`config.mk`:
```
export PLATFORM = sky130hd
export DESIGN_NAME = keyed_lru_resource_pool
export DESIGN_NICKNAME = d
export VERILOG_FILES = /design/src/design/krp_pkg.sv /design/src/design/krp_ram.sv /design/src/design/krp_scan.sv /design/src/design/keyed_lru_resource_pool.sv
export VERILOG_INCLUDE_DIRS = /design/src /design/src/design
export SDC_FILE = /design/constraint.sdc
export NUM_CORES = 1
export LEC_CHECK = 0
export BUFFER_PORTS_ARGS = -buffer_cell sky130_fd_sc_hd__buf_2
export CAP_MARGIN = 15
export CORE_MARGIN = 2
export CORE_UTILIZATION = 45
export CTS_BUF_LIST = sky130_fd_sc_hd__clkbuf_4 sky130_fd_sc_hd__clkbuf_8
export DETAILED_ROUTE_END_ITERATION = 6
export HOLD_SLACK_MARGIN = 0.1
export PLACE_DENSITY = 0.63
export SLEW_MARGIN = 20
export SYNTH_ARGS = -nofsm -noshare
export SYNTH_HDL_FRONTEND = slang
export SYNTH_SLANG_ARGS = --single-unit
```
`constraint.sdc`:
```
create_clock -name clk -period 13.85 [get_ports clk]
set_clock_uncertainty 0.2 [all_clocks]
set_input_delay 1.385 -clock clk [delete_from_list [all_inputs] [get_ports clk]]
set_output_delay 1.385 -clock clk [all_outputs]
set_load 0.1 [all_outputs]
```
`src/design/keyed_lru_resource_pool_defines.svh`:
```
// assertion macros shared by the pool rtl
`ifndef KEYED_LRU_RESOURCE_POOL_DEFINES_SVH
`define KEYED_LRU_RESOURCE_POOL_DEFINES_SVH

// condition that holds at every edge out of reset
`define KRP_ASSERT_ALWAYS(name, expr, msg) \
    name: assert property (@(posedge clk) disable iff (!rst_n) (expr)) else $error(msg);

// same-cycle implication
`define KRP_ASSERT_IMP(name, ante, cons, msg) \
    name: assert property (@(posedge clk) disable iff (!rst_n) (ante) |-> (cons)) \
        else $error(msg);

// next-cycle implication
`define KRP_ASSERT_NXT(name, ante, cons, msg) \
    name: assert property (@(posedge clk) disable iff (!rst_n) (ante) |=> (cons)) \
        else $error(msg);

`endif

```
`src/design/krp_pkg.sv`:
```
`default_nettype none

package krp_pkg;

    localparam int ENTRIES  = 16;
    localparam int MAX_TICK = 65535;

    localparam int IDX_W    = $clog2(ENTRIES);
    localparam int CNT_W    = $clog2(ENTRIES + 1);
    localparam int KEY_W    = 16;
    localparam int ID_W     = 16;
    localparam int TICK_W   = 16;
    localparam int REQ_W    = 3;
    localparam int STATUS_W = 2;

    typedef enum logic [REQ_W-1:0] {
        REQ_ADD     = 3'd0,
        REQ_BY_KEY  = 3'd1,
        REQ_ANY     = 3'd2,
        REQ_REMAP   = 3'd3,
        REQ_REMOVE  = 3'd4,
        REQ_RELEASE = 3'd5
    } req_t;

    typedef enum logic [STATUS_W-1:0] {
        ST_OK        = 2'd0,
        ST_NO_FREE   = 2'd1,
        ST_NOT_FOUND = 2'd2,
        ST_FULL      = 2'd3
    } status_t;

    typedef struct packed {
        logic [KEY_W-1:0]  key;
        logic [ID_W-1:0]   res;
        logic [TICK_W-1:0] stamp;
    } entry_t;

    // one table entry as seen by the scan, in the cycle after its read is issued
    typedef struct packed {
        logic             valid;
        logic [IDX_W-1:0] idx;
        logic             ent_valid;
        logic             ent_busy;
        logic             ent_fresh;
        entry_t           ent;
    } scan_in_t;

    typedef struct packed {
        logic              free_found;
        logic [IDX_W-1:0]  free_idx;
        logic              id_found;
        logic [IDX_W-1:0]  id_idx;
        logic [TICK_W-1:0] id_stamp;
        logic              busy_found;
        logic [IDX_W-1:0]  busy_idx;
        logic              grant_found;
        logic [IDX_W-1:0]  grant_idx;
        logic [KEY_W-1:0]  grant_key;
        logic [ID_W-1:0]   grant_res;
    } scan_res_t;

endpackage

`default_nettype wire

```
`src/design/krp_ram.sv`:
```
`default_nettype none

module krp_ram #(
    parameter int WIDTH = 8,
    parameter int DEPTH = 16
) (
    input  wire logic                     clk,
    input  wire logic                     we,
    input  wire logic [$clog2(DEPTH)-1:0] waddr,
    input  wire logic [WIDTH-1:0]         wdata,
    input  wire logic                     re,
    input  wire logic [$clog2(DEPTH)-1:0] raddr,
    output logic      [WIDTH-1:0]         rdata
);

    logic [WIDTH-1:0] mem [DEPTH];

    always_ff @(posedge clk)
    begin
        if (we)
        begin
            mem[waddr] <= wdata;
        end
        if (re)
        begin
            rdata <= mem[raddr];
        end
    end

endmodule

`default_nettype wire

```
`src/design/krp_scan.sv`:
```
`default_nettype none

module krp_scan import krp_pkg::*; (
    input  wire logic             clk,
    input  wire logic             rst_n,
    input  wire logic             start,
    input  wire logic             by_key,
    input  wire logic [KEY_W-1:0] key,
    input  wire logic [ID_W-1:0]  id,
    input  wire scan_in_t         scan_in,
    output scan_res_t             scan_res
);

    scan_res_t         res_reg;
    logic [TICK_W-1:0] oldest_reg;

    logic              id_match;
    logic              cand;
    logic [TICK_W-1:0] stamp_eff;

    always_comb
    begin
        id_match  = scan_in.ent_valid && (scan_in.ent.res == id);
        cand      = scan_in.ent_valid && !scan_in.ent_busy &&
                    (!by_key || (scan_in.ent.key == key));
        // a stamp not written since the last tick restart counts as zero
        stamp_eff = scan_in.ent_fresh ? scan_in.ent.stamp : '0;
    end

    always_ff @(posedge clk or negedge rst_n)
    begin
        if (!rst_n)
        begin
            res_reg.free_found  <= 1'b0;
            res_reg.id_found    <= 1'b0;
            res_reg.busy_found  <= 1'b0;
            res_reg.grant_found <= 1'b0;
        end
        else if (start)
        begin
            res_reg.free_found  <= 1'b0;
            res_reg.id_found    <= 1'b0;
            res_reg.busy_found  <= 1'b0;
            res_reg.grant_found <= 1'b0;
            oldest_reg          <= TICK_W'(MAX_TICK);
        end
        else if (scan_in.valid)
        begin
            if (!scan_in.ent_valid && !res_reg.free_found)
            begin
                res_reg.free_found <= 1'b1;
                res_reg.free_idx   <= scan_in.idx;
            end
            if (id_match && !res_reg.id_found)
            begin
                res_reg.id_found <= 1'b1;
                res_reg.id_idx   <= scan_in.idx;
                res_reg.id_stamp <= scan_in.ent.stamp;
            end
            if (id_match && scan_in.ent_busy && !res_reg.busy_found)
            begin
                res_reg.busy_found <= 1'b1;
                res_reg.busy_idx   <= scan_in.idx;
            end
            // ties go to the later slot
            if (cand && (stamp_eff <= oldest_reg))
            begin
                res_reg.grant_found <= 1'b1;
                res_reg.grant_idx   <= scan_in.idx;
                res_reg.grant_key   <= scan_in.ent.key;
                res_reg.grant_res   <= scan_in.ent.res;
                oldest_reg          <= stamp_eff;
            end
        end
    end

    assign scan_res = res_reg;

endmodule

`default_nettype wire

```
`src/design/keyed_lru_resource_pool.sv`:
```
// the scan makes one table read a cycle, covering every entry after accept
// a new item is taken only once the last one is committed; the single ram read port sets the scan length
// the next item is taken while a result still waits in the output register
// reset clears valid, busy and stamp-fresh bits at once and sets the tick to one
// the ram needs no clearing pass
`default_nettype none
`include "keyed_lru_resource_pool_defines.svh"

module keyed_lru_resource_pool import krp_pkg::*; (
    input  wire logic        clk,
    input  wire logic        rst_n,
    input  wire logic        s_tvalid,
    output logic             s_tready,
    input  wire logic [31:0] s_tdata,   // key [15:0], resource_id [31:16]
    input  wire logic [2:0]  s_tuser,   // req_type [2:0]
    output logic             m_tvalid,
    input  wire logic        m_tready,
    output logic      [15:0] m_tdata,   // granted_id [15:0]
    output logic      [1:0]  m_tuser    // status [1:0]
);

    typedef enum logic [1:0] {
        IDLE,
        SCAN,
        UPDATE
    } state_t;

    state_t             state_reg;
    logic [CNT_W-1:0]   cnt_reg;
    logic               eval_valid_reg;
    logic [IDX_W-1:0]   eval_idx_reg;
    req_t               req_reg;
    logic [KEY_W-1:0]   key_reg;
    logic [ID_W-1:0]    id_reg;
    logic [ENTRIES-1:0] valid_reg;
    logic [ENTRIES-1:0] busy_reg;
    logic [ENTRIES-1:0] fresh_reg;
    logic [TICK_W-1:0]  tick_reg;
    logic               m_tvalid_reg;
    status_t            status_reg;
    logic [ID_W-1:0]    granted_reg;

    logic               accept;
    logic               issue;
    logic               commit;
    logic               by_key;
    entry_t             rd_entry;
    entry_t             wr_entry;
    scan_in_t           scan_in;
    scan_res_t          scan_res;

    logic               ram_we;
    logic [IDX_W-1:0]   tgt_idx;
    logic               set_valid;
    logic               clr_valid;
    logic               set_busy;
    logic               clr_busy;
    logic               set_fresh;
    logic               clr_fresh;
    logic               grant_ok;
    logic               restart;
    logic [TICK_W:0]    tick_sum;
    logic [TICK_W-1:0]  tick_next;
    status_t            status_next;
    logic [ID_W-1:0]    granted_next;

    assign s_tready = (state_reg == IDLE);
    assign accept   = s_tvalid && s_tready;
    assign issue    = (state_reg == SCAN) && (cnt_reg < CNT_W'(ENTRIES));
    assign commit   = (state_reg == UPDATE) && (!m_tvalid_reg || m_tready);
    assign by_key   = (req_reg == REQ_BY_KEY);

    krp_ram #(
        .WIDTH ($bits(entry_t)),
        .DEPTH (ENTRIES)
    ) u_ram (
        .clk   (clk),
        .we    (ram_we),
        .waddr (tgt_idx),
        .wdata (wr_entry),
        .re    (issue),
        .raddr (cnt_reg[IDX_W-1:0]),
        .rdata (rd_entry)
    );

    always_comb
    begin
        scan_in.valid     = eval_valid_reg;
        scan_in.idx       = eval_idx_reg;
        scan_in.ent_valid = valid_reg[eval_idx_reg];
        scan_in.ent_busy  = busy_reg[eval_idx_reg];
        scan_in.ent_fresh = fresh_reg[eval_idx_reg];
        scan_in.ent       = rd_entry;
    end

    krp_scan u_scan (
        .clk      (clk),
        .rst_n    (rst_n),
        .start    (accept),
        .by_key   (by_key),
        .key      (key_reg),
        .id       (id_reg),
        .scan_in  (scan_in),
        .scan_res (scan_res)
    );

    always_comb
    begin
        ram_we       = 1'b0;
        tgt_idx      = scan_res.grant_idx;
        wr_entry     = '{key: scan_res.grant_key, res: scan_res.grant_res, stamp: tick_reg};
        set_valid    = 1'b0;
        clr_valid    = 1'b0;
        set_busy     = 1'b0;
        clr_busy     = 1'b0;
        set_fresh    = 1'b0;
        clr_fresh    = 1'b0;
        grant_ok     = 1'b0;
        status_next  = ST_OK;
        granted_next = '0;
        case (req_reg)
            REQ_ADD:
            begin
                tgt_idx  = scan_res.free_idx;
                wr_entry = '{key: key_reg, res: id_reg, stamp: '0};
                if (scan_res.free_found)
                begin
                    ram_we    = 1'b1;
                    set_valid = 1'b1;
                    clr_busy  = 1'b1;
                    clr_fresh = 1'b1;
                end
                else
                begin
                    status_next = ST_FULL;
                end
            end
            REQ_BY_KEY, REQ_ANY:
            begin
                if (scan_res.grant_found)
                begin
                    ram_we       = 1'b1;
                    set_busy     = 1'b1;
                    set_fresh    = 1'b1;
                    grant_ok     = 1'b1;
                    granted_next = scan_res.grant_res;
                end
                else
                begin
                    status_next = ST_NO_FREE;
                end
            end
            REQ_REMAP:
            begin
                tgt_idx  = scan_res.id_idx;
                wr_entry = '{key: key_reg, res: id_reg, stamp: scan_res.id_stamp};
                if (scan_res.id_found)
                begin
                    ram_we = 1'b1;
                end
                else
                begin
                    status_next = ST_NOT_FOUND;
                end
            end
            REQ_REMOVE:
            begin
                tgt_idx = scan_res.id_idx;
                if (scan_res.id_found)
                begin
                    clr_valid = 1'b1;
                    clr_busy  = 1'b1;
                end
                else
                begin
                    status_next = ST_NOT_FOUND;
                end
            end
            REQ_RELEASE:
            begin
                tgt_idx = scan_res.busy_idx;
                if (scan_res.busy_found)
                begin
                    clr_busy = 1'b1;
                end
                else if (!scan_res.id_found)
                begin
                    status_next = ST_NOT_FOUND;
                end
            end
            default:
            begin
                status_next = ST_OK;
            end
        endcase
        if (!commit)
        begin
            ram_we    = 1'b0;
            set_valid = 1'b0;
            clr_valid = 1'b0;
            set_busy  = 1'b0;
            clr_busy  = 1'b0;
            set_fresh = 1'b0;
            clr_fresh = 1'b0;
            grant_ok  = 1'b0;
        end
    end

    // tick advances on each grant and restarts once it reaches the limit
    always_comb
    begin
        tick_sum  = {1'b0, tick_reg} + 1'b1;
        restart   = grant_ok && (tick_sum >= (TICK_W + 1)'(MAX_TICK));
        tick_next = tick_reg;
        if (restart)
        begin
            tick_next = TICK_W'(1);
        end
        else if (grant_ok)
        begin
            tick_next = tick_sum[TICK_W-1:0];
        end
    end

    always_ff @(posedge clk or negedge rst_n)
    begin
        if (!rst_n)
        begin
            state_reg      <= IDLE;
            cnt_reg        <= '0;
            eval_valid_reg <= 1'b0;
            valid_reg      <= '0;
            busy_reg       <= '0;
            fresh_reg      <= '0;
            tick_reg       <= TICK_W'(1);
            m_tvalid_reg   <= 1'b0;
        end
        else
        begin
            eval_valid_reg <= issue;
            eval_idx_reg   <= cnt_reg[IDX_W-1:0];
            if (m_tvalid_reg && m_tready && !commit)
            begin
                m_tvalid_reg <= 1'b0;
            end
            case (state_reg)
                IDLE:
                begin
                    if (accept)
                    begin
                        req_reg   <= req_t'(s_tuser);
                        key_reg   <= s_tdata[15:0];
                        id_reg    <= s_tdata[31:16];
                        cnt_reg   <= '0;
                        state_reg <= SCAN;
                    end
                end
                SCAN:
                begin
                    if (issue)
                    begin
                        cnt_reg <= cnt_reg + 1'b1;
                    end
                    if (eval_valid_reg && (eval_idx_reg == IDX_W'(ENTRIES - 1)))
                    begin
                        state_reg <= UPDATE;
                    end
                end
                UPDATE:
                begin
                    if (commit)
                    begin
                        m_tvalid_reg <= 1'b1;
                        status_reg   <= status_next;
                        granted_reg  <= granted_next;
                        state_reg    <= IDLE;
                    end
                end
                default:
                begin
                    state_reg <= IDLE;
                end
            endcase
            if (set_valid)
            begin
                valid_reg[tgt_idx] <= 1'b1;
            end
            if (clr_valid)
            begin
                valid_reg[tgt_idx] <= 1'b0;
            end
            if (set_busy)
            begin
                busy_reg[tgt_idx] <= 1'b1;
            end
            if (clr_busy)
            begin
                busy_reg[tgt_idx] <= 1'b0;
            end
            // a restart clears every stamp, the fresh grant included
            if (restart)
            begin
                fresh_reg <= '0;
            end
            else
            begin
                if (set_fresh)
                begin
                    fresh_reg[tgt_idx] <= 1'b1;
                end
                if (clr_fresh)
                begin
                    fresh_reg[tgt_idx] <= 1'b0;
                end
            end
            tick_reg <= tick_next;
        end
    end

    assign m_tvalid = m_tvalid_reg;
    assign m_tdata  = granted_reg;
    assign m_tuser  = status_reg;

    `KRP_ASSERT_ALWAYS(a_tick_range, (tick_reg != '0) && (tick_reg < TICK_W'(MAX_TICK)), "tick out of range")
    `KRP_ASSERT_NXT(a_grant_busy, grant_ok, busy_reg[$past(tgt_idx)], "granted slot not busy")
    `KRP_ASSERT_IMP(a_grant_zero, m_tvalid && (m_tuser != ST_OK), m_tdata == '0, "id on failed item")
    `KRP_ASSERT_IMP(a_eval_in_scan, eval_valid_reg, state_reg == SCAN, "table read outside scan")

endmodule

`default_nettype wire

```
==> reports/results.txt <==
Crit path kind - flip-flop to flip-flop
Core region area - 89700 µm²
Fillers - 7181
Synth async-reset ratio - 0.0748
CP max stage delay - 930 ps
Synth cell types - 84
Clock Latency Late Sink - 820 ps
Required @ worst endpoint - 14090 ps
Fin crit share - 0.424
Tot GR Track Use - 0.204
Nets - 2189
CTS tree - built
Cell Pwr Density - 169 nW/µm²
Syn Inst Count - 1961
R2R Setup Slk - 7980 ps
Reg with most FFs - u_ram.mem
Crit path DAT - 6100 ps
Clock root buffer - clkbuf_8
Setup violators final - 0
Min Hold Slack - 257 ps
Final GP Congestion - 0.861
Vias in the first global route - 21000
Register area share after synthesis - 0.751
Type of destination of the critical path - flip-flop
Drt total wl - 93500 µm
Hold Vio Cnt, Final - 0
Top post-synthesis cells by area - edfxtp_1, mux4_2, dfrtp_1
Die height - 305 µm
Main synth FF type - edfxtp_1
Total CTS buffers - 159
Placed instance count - 3146
Crit-path cells - mux4_2 > mux4_2 > and2_1 > ha_1 > a21o_1 > a21o_1 > a211oi_1 > a22o_1 > nand2_2 > nor2_4 > buf_4
Vias - 20200
Via-to-Cell Ratio - 5.91
ANT nets after route - 0
Initial antenna violation count - 1
Tightest Pin Transition - 1130 ps
Startpoint class of the critical path - flip-flop
Status - completed
Port Buffers - 58
Clock buffer depth - 3
Syn avg cell area - 20.7 µm²
Initial Util - 0.453
Area Growth Syn to Fin - 12.0%
Pre-CTS WS - 7980 ps
Share of the synthesized area in the top cell type - 0.704
Fin crit period - 5870 ps
Row count - 110
Die area - 92800 µm²
Drt first pass iters - 5
Mapped cell area - 40700 µm²
Slowest library cell on the worst path - edfxtp_1
Max reg flops - 768
Number of synthesized register bits - 1030
CTS resizes - 0
Post-route insts no fill - 3421
Synth area leader - edfxtp_1
Depth of the CTS H-tree - 4
Ports - 59
Sink Count - 1030
Avg WL per Cell - 27.3 µm
Setup bufs post-CTS - 0
Total grt overflow - 0
Synth warn - 0
Crit-path max FO - 25
Finished Core Util - 0.507
Final setup margin - 7980 ps
Reg clk slew, reported paths - 60 ps
Hold crit path type - flip-flop to flip-flop
Chip width - 305 µm
# hold bufs at CTS - 0
Largest net degree at the start of global routing - 75
Unrepaired setup endpoints after global routing - false
Leakage power total - 15.1 nW
DP Wirelength - 49300 µm
F_max - 170 MHz
Relative slew slack - 0.246
Delay-heaviest family, CP - multiplexers
VDD IR max - 0.000111 V
DRT iter0 DRCs - 2348
Setup TNS - 0 ps
Layout cells sized above 1 - 0.315
Residual DRC - 0
Worst Path Buf+Inv - 1
Post-synth EDFFs - 953
Global-route wire length before repair - 139000 µm
Maxcap violations - 0
Syn nets - 2019
Final slew viol count - 0
## power by group
| group | switching [mW] | internal [mW] |
|---|---|---|
| logic | 0.666 | 0.782 |
| registers | 0.213 | 3.61 |
| clock network | 1.15 | 1.27 |
## through the flow
step,instance area (µm²),total power [mW]
final,45500,7.69
after global placement,42500,5.35
after CTS,45500,7.78
after global routing,45500,8.01
after floorplan,40700,4.93
after detailed placement,42500,5.37
## worst paths after layout
path,cells past startpoint,from,to
max,11,eval_idx_reg[0]$_DFFE_PP_,u_scan.scan_res[32]$_DFFE_PP_
min,0,u_ram.rdata[7]$_DFFE_PP_,u_scan.scan_res[49]$_DFFE_PP_
max reg2reg,11,eval_idx_reg[0]$_DFFE_PP_,u_scan.scan_res[32]$_DFFE_PP_
min reg2reg,0,u_ram.rdata[7]$_DFFE_PP_,u_scan.scan_res[49]$_DFFE_PP_
max in group asynchronous,2,rst_n,cnt_reg[0]$_DFFE_PN0P_
min in group asynchronous,1,rst_n,u_scan.scan_res[36]$_DFFE_PN0P_
## cell usage after synthesis, drive strengths merged (8+ instances only)
cell type	instances
nand4	20
a21oi	53
inv	31
a2bb2oi	8
o22a	14
and3	21
nor2	70
nand3	19
xnor2	38
edfxtp	953
nand2b	8
o21ai	14
mux2	33
ha	19
a22o	20
buf	29
mux4	253
nand2	33
a211o	16
and2	38
dfrtp	76
clkbuf	66
nor2b	8
nor3	27
## cells by family after synthesis
family	after synthesis	synth area share
flip-flops	1030	0.751
AO/OA/AOI/OAI	180	0.0321
AND/OR/NAND/NOR	273	0.0379
buffers and inverters	126	0.0133
adder cells (fa/ha/maj)	19	0.00585
XOR/XNOR	40	0.00862
multiplexers	293	0.151
## routing by layer
metal / track usage / up-vias / share of wire
met5: 0 / - / 0
met4: 0.0641 / 0 / 0.022
met3: 0.0352 / 146 / 0.064
met2: 0.316 / 761 / 0.47
met1: 0.299 / 10800 / 0.44
li1: - / 8479 / -
## cell type report
type	instances	area [µm²]	area share
Sequential cell	1030	30600	0.671
Multi-Input combinational cell	805	9730	0.214
Clock buffer	223	2690	0.0590
Tap cell	1176	1470	0.0323
Timing Repair Buffer	104	638	0.0140
Clock inverter	51	330	0.00725
Inverter	31	116	0.00256
Antenna cell	1	2.50	0.0000550
## cells in the final DEF (no fill, tap or decap), drive strengths merged, types with 5 or more instances in the layout
cell,n
clkbuf,223
or3,5
nor2,70
nor2b,8
a21o,6
ha,19
a21oi,53
o21ai,14
a22o,20
clkinvlp,5
o22ai,5
nor4,6
a31oi,7
a211o,16
nand4,20
o31ai,5
mux2i,7
edfxtp,953
and3,21
nand2,33
mux4,253
mux2,33
xnor2,38
nand2b,8
and2,38
o22a,14
a2bb2oi,8
inv,38
nand3,19
nor3,27
buf,104
clkinv,38
dfrtp,76
Note: power is estimated with default switching activity, not from simulation.
